`src/design/fcr_pkg.sv`:
```
`timescale 1ns / 1ps

package fcr_pkg;

  localparam logic [7:0] CharSoh  = 8'h01;
  localparam logic [7:0] CharEq   = 8'h3D;
  localparam logic [7:0] CharZero = 8'h30;
  localparam logic [7:0] CharNine = 8'h39;

  // Number of characters in the replacement text.
  localparam int unsigned MaskLen = 10;
  localparam int unsigned BeatW   = 4;

  typedef enum logic [1:0] {
    EMIT_BYTE   = 2'd0,
    EMIT_MARK   = 2'd1,
    EMIT_REDACT = 2'd2
  } emit_kind_e;

  typedef struct packed {
    emit_kind_e  kind;
    logic [7:0]  data;
    logic        eom;
  } emit_t;

  function automatic logic [7:0] mask_char(input logic [BeatW-1:0] idx);
    logic [7:0] c;
    case (idx)
      4'd0: c = 8'h3C; // <
      4'd1: c = 8'h72; // r
      4'd2: c = 8'h65; // e
      4'd3: c = 8'h64; // d
      4'd4: c = 8'h61; // a
      4'd5: c = 8'h63; // c
      4'd6: c = 8'h74; // t
      4'd7: c = 8'h65; // e
      4'd8: c = 8'h64; // d
      4'd9: c = 8'h3E; // >
      default: c = 8'h00;
    endcase
    return c;
  endfunction

endpackage

```
`src/design/fcr_parser.sv`:
```
`timescale 1ns / 1ps

module fcr_parser (
  input  logic          clk_i,
  input  logic          rst_ni,
  input  logic          in_valid_i,
  output logic          in_ready_o,
  input  logic [7:0]    data_byte_i,
  input  logic          end_of_message_i,
  output logic          emit_valid_o,
  output fcr_pkg::emit_t emit_o,
  input  logic          emit_ready_i
);

  localparam logic [1:0] PhStart  = 2'd0;
  localparam logic [1:0] PhDigits = 2'd1;
  localparam logic [1:0] PhPass   = 2'd2;
  localparam logic [1:0] PhDrop   = 2'd3;

  logic       s1_valid_q, s1_valid_d;
  logic [7:0] s1_byte_q;
  logic       s1_eom_q;

  logic [1:0] phase_q, phase_d;
  logic [2:0] count_q, count_d;
  logic [9:0] tag_q, tag_d;

  logic       accept, advance, is_digit, present;
  logic [9:0] digit_val;
  fcr_pkg::emit_kind_e kind;

  assign in_ready_o = !s1_valid_q || emit_ready_i;
  assign accept     = in_valid_i && in_ready_o;
  assign advance    = s1_valid_q && emit_ready_i;

  assign is_digit  = (s1_byte_q >= fcr_pkg::CharZero) && (s1_byte_q <= fcr_pkg::CharNine);
  assign digit_val = {6'd0, s1_byte_q[3:0]};

  always_comb begin
    phase_d = phase_q;
    count_d = count_q;
    tag_d   = tag_q;
    present = 1'b1;
    kind    = fcr_pkg::EMIT_BYTE;
    if (s1_byte_q == fcr_pkg::CharSoh) begin
      phase_d = PhStart;
      count_d = 3'd0;
      tag_d   = 10'd0;
    end else begin
      case (phase_q)
        PhDrop: begin
          present = s1_eom_q;
          kind    = fcr_pkg::EMIT_MARK;
        end
        PhStart: begin
          if (s1_byte_q == fcr_pkg::CharZero) begin
            phase_d = PhStart;
          end else if (is_digit) begin
            phase_d = PhDigits;
            count_d = 3'd1;
            tag_d   = digit_val;
          end else begin
            phase_d = PhPass;
          end
        end
        PhDigits: begin
          if (is_digit) begin
            if (count_q >= 3'd3) begin
              count_d = 3'd4;
              phase_d = PhPass;
            end else begin
              count_d = count_q + 3'd1;
              // Only two digits are held here, so the product stays below 1024.
              tag_d   = (tag_q << 3) + (tag_q << 1) + digit_val;
            end
          end else if (s1_byte_q == fcr_pkg::CharEq && count_q == 3'd3 &&
                       (tag_q == 10'd553 || tag_q == 10'd554)) begin
            kind    = fcr_pkg::EMIT_REDACT;
            phase_d = PhDrop;
          end else begin
            phase_d = PhPass;
          end
        end
        default: begin
          phase_d = phase_q;
        end
      endcase
    end
    if (s1_eom_q) begin
      phase_d = PhStart;
      count_d = 3'd0;
      tag_d   = 10'd0;
    end
  end

  assign emit_valid_o = s1_valid_q && present;
  assign emit_o.kind  = kind;
  assign emit_o.data  = (kind == fcr_pkg::EMIT_MARK) ? 8'd0 : s1_byte_q;
  assign emit_o.eom   = s1_eom_q;

  always_comb begin
    s1_valid_d = s1_valid_q;
    if (accept) begin
      s1_valid_d = 1'b1;
    end else if (advance) begin
      s1_valid_d = 1'b0;
    end
  end

  always_ff @(posedge clk_i or negedge rst_ni) begin
    if (!rst_ni) begin
      s1_valid_q <= 1'b0;
      phase_q    <= PhStart;
      count_q    <= 3'd0;
      tag_q      <= 10'd0;
    end else begin
      s1_valid_q <= s1_valid_d;
      if (advance) begin
        phase_q <= phase_d;
        count_q <= count_d;
        tag_q   <= tag_d;
      end
    end
  end

  always_ff @(posedge clk_i) begin
    if (accept) begin
      s1_byte_q <= data_byte_i;
      s1_eom_q  <= end_of_message_i;
    end
  end

endmodule

```
`src/design/fcr_emitter.sv`:
```
`timescale 1ns / 1ps

module fcr_emitter (
  input  logic           clk_i,
  input  logic           rst_ni,
  input  logic           emit_valid_i,
  input  fcr_pkg::emit_t emit_i,
  output logic           emit_ready_o,
  output logic           out_valid_o,
  input  logic           out_ready_i,
  output logic [7:0]     out_byte_o,
  output logic           byte_valid_o,
  output logic           message_end_o,
  output logic           last_of_run_o
);

  localparam logic [fcr_pkg::BeatW-1:0] LastBeat = fcr_pkg::BeatW'(fcr_pkg::MaskLen);

  logic                      s2_valid_q;
  fcr_pkg::emit_t            s2_q;
  logic [fcr_pkg::BeatW-1:0] beat_q;
  logic                      last, xfer;

  assign last = (s2_q.kind != fcr_pkg::EMIT_REDACT) || (beat_q == LastBeat);
  assign xfer = s2_valid_q && out_ready_i;

  // The slot frees up on the transfer of the final beat of the held item.
  assign emit_ready_o = !s2_valid_q || (out_ready_i && last);

  always_ff @(posedge clk_i or negedge rst_ni) begin
    if (!rst_ni) begin
      s2_valid_q <= 1'b0;
      beat_q     <= '0;
    end else if (emit_ready_o) begin
      s2_valid_q <= emit_valid_i;
      beat_q     <= '0;
    end else if (xfer) begin
      beat_q <= beat_q + 1'b1;
    end
  end

  always_ff @(posedge clk_i) begin
    if (emit_ready_o && emit_valid_i) begin
      s2_q <= emit_i;
    end
  end

  always_comb begin
    case (s2_q.kind)
      fcr_pkg::EMIT_REDACT: begin
        out_byte_o = (beat_q == '0) ? s2_q.data : fcr_pkg::mask_char(beat_q - 1'b1);
      end
      fcr_pkg::EMIT_MARK: out_byte_o = 8'd0;
      default:            out_byte_o = s2_q.data;
    endcase
  end

  assign out_valid_o   = s2_valid_q;
  assign byte_valid_o  = (s2_q.kind != fcr_pkg::EMIT_MARK);
  assign message_end_o = s2_q.eom && last;
  assign last_of_run_o = last;

endmodule

```
`src/design/fix_credential_redactor_core.sv`:
```
`timescale 1ns / 1ps
// Each byte is registered in the parser stage and then in the emitter stage.
// Throughput: one byte per cycle while out_ready_i is high; a credential '=' holds
// the output register for itself plus the replacement text, back-pressuring input.
// Reset (rst_ni, asynchronous, active low) empties both stages and returns the field
// parser to field start with no tag digits collected.
module fix_credential_redactor_core (
  input  logic       clk_i,
  input  logic       rst_ni,
  input  logic       in_valid_i,
  output logic       in_ready_o,
  input  logic [7:0] data_byte_i,
  input  logic       end_of_message_i,
  output logic       out_valid_o,
  input  logic       out_ready_i,
  output logic [7:0] out_byte_o,
  output logic       byte_valid_o,
  output logic       message_end_o,
  output logic       last_of_run_o
);

  logic           emit_valid, emit_ready;
  fcr_pkg::emit_t emit;

  fcr_parser u_parser (
    .clk_i            (clk_i),
    .rst_ni           (rst_ni),
    .in_valid_i       (in_valid_i),
    .in_ready_o       (in_ready_o),
    .data_byte_i      (data_byte_i),
    .end_of_message_i (end_of_message_i),
    .emit_valid_o     (emit_valid),
    .emit_o           (emit),
    .emit_ready_i     (emit_ready)
  );

  fcr_emitter u_emitter (
    .clk_i         (clk_i),
    .rst_ni        (rst_ni),
    .emit_valid_i  (emit_valid),
    .emit_i        (emit),
    .emit_ready_o  (emit_ready),
    .out_valid_o   (out_valid_o),
    .out_ready_i   (out_ready_i),
    .out_byte_o    (out_byte_o),
    .byte_valid_o  (byte_valid_o),
    .message_end_o (message_end_o),
    .last_of_run_o (last_of_run_o)
  );

endmodule
```
`config.mk`:
```
export PLATFORM = sky130hd
export DESIGN_NAME = fix_credential_redactor_core
export DESIGN_NICKNAME = d
export VERILOG_FILES = /design/src/design/fcr_pkg.sv /design/src/design/fcr_parser.sv /design/src/design/fcr_emitter.sv /design/src/design/fix_credential_redactor_core.sv
export SDC_FILE = /design/constraint.sdc
export NUM_CORES = 1
export LEC_CHECK = 0
export BUFFER_PORTS_ARGS = -buffer_cell sky130_fd_sc_hd__clkbuf_2
export CORE_MARGIN = 2
export CORE_UTILIZATION = 40
export CTS_CLUSTER_DIAMETER = 200
export DETAILED_ROUTE_END_ITERATION = 8
export PLACE_DENSITY_LB_ADDON = 0.05
export SYNTH_ARGS = -nofsm -noshare
export SYNTH_HDL_FRONTEND = slang
export SYNTH_SLANG_ARGS = --single-unit
```
`constraint.sdc`:
```
create_clock -name clk_i -period 3 [get_ports clk_i]
set_input_delay 0.9 -clock clk_i [delete_from_list [all_inputs] [get_ports clk_i]]
set_output_delay 0.9 -clock clk_i [all_outputs]
set_load 0.03 [all_outputs]
```
Yosys cells after proc, flatten, opt, wreduce, memory -nomap -nowiden

Memory sizes are Yosys's and may differ from the RTL's.
Cells that the tools add are included.

Add/subtract/negate cells: 5
Order comparisons: 3
Equal/unequal tests: 19
Multiplexer cells: 34
Reduce and logical (&&, ||, !) cells: 24

Operator list:

| operator                                                          | count |
|---|---|
| 2-to-1 mux 10 bit                                                 | 6 |
| == test 10 bit, second input constant                             | 2 |
| one-hot mux 10 bit (2 select lines)                               | 1 |
| 2-to-1 mux 2 bit                                                  | 9 |
| 2-to-1 mux 3 bit                                                  | 6 |
| == test 8 x 6 -> 1 bit, second input constant                     | 2 |
| one-hot mux 8 bit (2 select lines)                                | 1 |
| adder 10 bit                                                      | 1 |
| adder 10 x 4 -> 10 bit                                            | 1 |
| logical AND 1 bit                                                 | 10 |
| == test 8 x 1 -> 1 bit, second input constant                     | 1 |
| greater-or-equal comparator 8 x 6 -> 1 bit, second input constant | 1 |
| less-or-equal comparator 8 x 6 -> 1 bit, second input constant    | 1 |
| 2-to-1 mux 4 bit                                                  | 2 |
| 2-to-1 mux 8 bit                                                  | 1 |
| inequality test 4 x 1 -> 1 bit, second input constant             | 2 |
| inequality test 4 x 2 -> 1 bit, second input constant             | 2 |
| one-hot mux 2 bit (2 select lines)                                | 2 |
| == test 2 x 1 -> 1 bit, second input constant                     | 3 |
| one-hot mux 3 bit (2 select lines)                                | 1 |
| AND reduction 6 bit                                               | 1 |
| 2-to-1 mux 1 bit                                                  | 5 |
| inequality test 5 x 4 -> 1 bit, second input constant             | 1 |
| AND reduction 5 bit                                               | 1 |
| 16 further kinds                                                  | 22 |

Flip-flop bits (word level): 41
Memory bits (read-only): 112
Input port bits: 13
Output and inout bits: 13
Word-level logic and storage cells: 97
Memories kept: 1

Memory list:

| name             | words | bits a word | rd ports | clocked after memory_dff | wr ports | line          | text |
|---|---|---|---|---|---|---|---|
| (name not given) | 16    | 7           | 1        | 0                        | 0        | fcr_pkg.sv:28 | `case (idx)` |

Longest topological paths before layout

Word-level depth: 8
Mapped depth: 9
Depth with buffers taken out: 9

Cells and area by module

A second synthesis with hierarchy kept.

Cell total of the unflattened synthesis: 266
Area total of the unflattened synthesis: 2750.1 µm²

By module, submodules not included:

| module      | instances | cells an instance | area each (µm²) | seq. area each (µm²) |
|---|---|---|---|---|
| fcr_parser  | 1         | 155               | 1680.4          | 670.6 |
| fcr_emitter | 1         | 111               | 1069.8          | 455.4 |

Worst setup path before layout

OpenSTA, ideal clock, no wires.

Kind: flip-flop to output port
Start point: register u_emitter.beat_q[0] (netlist name)
End point: output port out_byte_o[2]
Arrival: 1.995 ns
Required time: 2.100 ns
Setup slack: 0.105 ns
Cell stages (with the launch flop): 8
Path buffers: 0
Path through: dfrtp_1 -> inv_1 -> ha_1 -> xnor2_1 -> and2_1 -> nor2_1 -> a32oi_1 -> o21ai_0

Cells in the longest elaborated chain, start to end: 4
Elaborated cells on any way between the ends: 5
Classes of those cells: add/sub: 1; mux: 2; reduce/logical: 1; memory: 1

Ends and longest elaborated chain:

| element                                | line                               | text |
|---|---|---|
| from (decl)                            | fcr_emitter.sv:21                  | `logic [fcr_pkg::BeatW-1:0] beat_q;` |
| from (signal assigned)                 | fcr_emitter.sv:38                  | `beat_q <= beat_q + 1'b1;` |
| subtractor 4 x 1 -> 4 bit              | fcr_emitter.sv:51                  | `out_byte_o = (beat_q == '0) ? s2_q.data : fcr_pkg::mask_char(beat_q - 1'b1);` |
| memory (16 x 7 bit)                    | n/a                                |  |
| 2-to-1 mux 8 bit (*)                   | fcr_emitter.sv:51                  |  |
| one-hot mux 8 bit (2 select lines) (*) | fcr_emitter.sv:49                  | `case (s2_q.kind)` |
| to (decl)                              | fix_credential_redactor_core.sv:16 | `output logic [7:0] out_byte_o,` |

Every way passes the cells marked *; elsewhere a longest branch is shown, timed or not.

Final worst setup path

Start point: register u_emitter.beat_q[1] (netlist name)
End point: output port out_byte_o[6]

The elaborated chain is that of the path after synthesis.

==> results.md <==
* CTS root buf: clkbuf_8
* Clk slew on worst S/H paths at 0.08 ns
* Placement Setup Slack at 0.2612 ns
* Buffers on Ports at 25
* Total GRT Usage at 16.34%
* Worst Hold Depth at 1
* Share of cells above drive strength 1 at 24.75%
* Critical-path top delay cell: dfrtp_2
* Worst Min Path Start: u_parser.tag_q[9]
* Largest area contributor in the netlist: edfxtp_1
* Final hold slack at 0.4971 ns
* Worst R2R Start: u_parser.tag_q[0]
* Post-DP HPWL at 4424 um
* Synth cell count leaders: 25 x ha_1, 23 x inv_1, 23 x nand2_1, 21 x dfrtp_1, 20 x edfxtp_1
* Initial cell density of the core at 41.61%
* Synth warnings at 0
* Number of antenna violations at the first check in global routing at 0
* Slew @ Worst Pin at 0.5880 ns
* Worst path cell trace: nor3_2 > xnor2_2 > nand3_1 > a32o_1 > a22o_1 > buf_2
* Post-CTS Hold Buffers at 0
* HP Class: flip-flop to flip-flop
* Yosys top cell area share at 22.47%
* Fmax at 0.3428 GHz
* Worst path arrival time at 2.02 ns
* # rows at 29
* Die W at 85.74 um
* Top-count cell post-synth: ha_1
* Fin. max-slew vios at 0
* Max clock buf depth at 2
* Final period utilization at 97.24%
* Max_slew headroom at 60.79%
* Reg2reg path depth at 9
* Async SR Flop Fraction at 51.22%
* CTS buffer count at 5
* Avg WL per Cell at 15.04 um
* RSZ-0062 raised after global routing: true
* GRT Residual Overflow at 0
* Clk_skew at 0.01369 ns
* Status: complete, but fails checks
* Post-synthesis sequential area ratio at 42.13%
* CORE AREA at 6422 um2
* # IOs at 26
* CTS tree: done
* Vias at 2003
* R2R setup slack at 0.29 ns
* First-pass GRT wire length at 9494 um
* Worst Setup Slack, final at 0.08291 ns
* Worst R2R End: u_parser.tag_q[8]
* Max VDD drop at 0.4268 mV
* Remaining DRCs at 3
* PwrDens at 691.3 nW/um2
* Largest net degree at the start of global routing at 22
* Worst Path Max Fanout at 6
* Vias/cell at 5.327
* DIE AREA at 7351 um2
* Post-synth cell types at 55
* GPL Wtd Cong at 0.8689
* Clock sinks at 41
* Failing checks: DRC
* Synthesized area at 2673 um2
* Antenna viol nets, final at 0
* H-tree levels at 2
* Main synth FF type: dfrtp_1
* Mapped Cells at 256
* Mean Syn Cell Area at 10.44 um2
* CP max stage delay at 0.45 ns
* Area Growth Syn to Fin at 16.85%
* CP startpoint kind: flip-flop
* Synth Net Count at 296
* Worst setup EP type: output pin
* Number of global-route vias before repair at 2025
* Leakage at 1.434 nW
* WL final at 5656 um
* Antenna diodes at 0
* Period minus WS final at 2.917 ns
* Max cap viols at 0
* Hold Crit Endpoint: u_parser.tag_q[9]
* First-pass DRT Iterations at 8
* Final Hold Violating Endpoints at 0
* Synth area leaders: edfxtp_1 22%, dfrtp_1 20%, ha_1 12%
* Critical path class: flip-flop to output pin
* Starting DRT DRC Count at 100
* Die height at 85.74 um
* Worst skew pair latency at 0.29 ns
* Yosys reg bits at 41
* Crit path required time at 2.10 ns
* Final setup fails at 0
* NumNets Final at 338
* Post-synth EDFFs at 20
-- final cells by class --
| class | count | area [um2] |
|---|---|---|
| fill | 597 | 3299 |
| multi-input combinational | 190 | 1478 |
| sequential | 41 | 1129 |
| timing repair buffer | 37 | 222.7 |
| tap | 77 | 96.34 |
| inverter | 23 | 86.33 |
| clock buffer | 6 | 72.57 |
| clock inverter | 2 | 38.79 |
-- how the worst max path moves through the flow --
stage / slack, ns / cells past startpoint / startpoint / end
after floorplan: 0.10 / 7 / u_emitter.beat_q[0] / out_byte_o[2]
after global placement: 0.26 / 6 / u_emitter.beat_q[1] / out_byte_o[6]
after detailed placement: 0.26 / 6 / u_emitter.beat_q[1] / out_byte_o[6]
after CTS: 0.007 / 8 / u_emitter.beat_q[0] / out_byte_o[6]
after global routing: -0.03 / 6 / u_emitter.beat_q[1] / out_byte_o[6]
final: 0.08 / 6 / u_emitter.beat_q[1] / out_byte_o[6]
-- cell families (layout without fill, tap and decap cells) --
| group | after synthesis | count (layout) | synth area share, % |
|---|---|---|---|
| buffers and inverters | 25 | 68 | 3.792 |
| DFF | 41 | 41 | 42.13 |
| AOI/OAI and AO/OA | 57 | 57 | 14.70 |
| xor gates and xnor gates | 10 | 10 | 3.277 |
| adders and majority gates | 27 | 27 | 13.20 |
| and+or+nand+nor | 84 | 84 | 16.90 |
| muxes | 12 | 12 | 5.992 |
-- cells in the final DEF, fill, tap and decap left out, types with 4 or more instances in the layout --
master	n
xnor2_1	7
mux2_2	4
nand3_1	6
ha_1	24
dfrtp_1	19
a32o_1	4
clkbuf_2	20
inv_1	21
mux2_4	7
a22o_1	4
clkbuf_8	5
edfxtp_1	20
and2_1	8
nor2_1	13
o21ai_0	4
and3_1	5
a21oi_1	18
buf_4	15
nand2_1	23
-- per-layer routing --
layer,GRT usage (%),up-vias,wire [um]
met5,0,-,0
met2,28.69,42,2819
met4,6.638,0,115
li1,-,1017,-
met3,2.502,11,163
met1,20.05,933,2558
-- critical path: cells and delay by family (launching register included) --
| family | cells | cell delay, ns |
|---|---|---|
| AND/OR/NAND/NOR | 2 | 0.46 |
| flip-flops | 1 | 0.45 |
| AO/OA/AOI/OAI | 2 | 0.44 |
| XOR/XNOR | 1 | 0.21 |
| buffers and inverters | 1 | 0.17 |
-- state kept, by name (all words and copies together), names as in the netlist --
name / flops
u_emitter.beat_q: 4
u_emitter.out_valid_o: 1
u_emitter.s2_q: 11
u_parser.count_q: 3
u_parser.phase_q: 2
u_parser.s1_byte_q: 8
u_parser.s1_eom_q: 1
u_parser.s1_valid_q: 1
u_parser.tag_q: 10
-- where the power goes --
part	internal (mW)	leakage [nW]	switching [mW]	total (mW)
registers	0.708	0.467	0.0962	0.804
clock network	0.250	0.0554	0.188	0.438
logic	0.387	0.911	0.531	0.918
total	1.34	1.43	0.815	2.16
-- timing repair --
item / in CTS / in global routing
pin swaps: 0 / 4
setup endpoints to repair: 6 / 8
resized for setup: 5 / 17
setup buffers: 0 / 5
-- through the flow --
step	utilization, %	power, mW	setup TNS [ns]	std cells	area, um2
finish	48.63	2.159	0	376	3123
global route	48.63	2.308	-0.02874	376	3123
CTS	47.61	2.149	0	371	3058
detailed placement	45.65	1.706	0	363	2932
global placement	45.65	1.699	0	363	2932
floorplan	-	1.470	0	256	2673
Note: power is estimated with default switching activity, not from simulation.
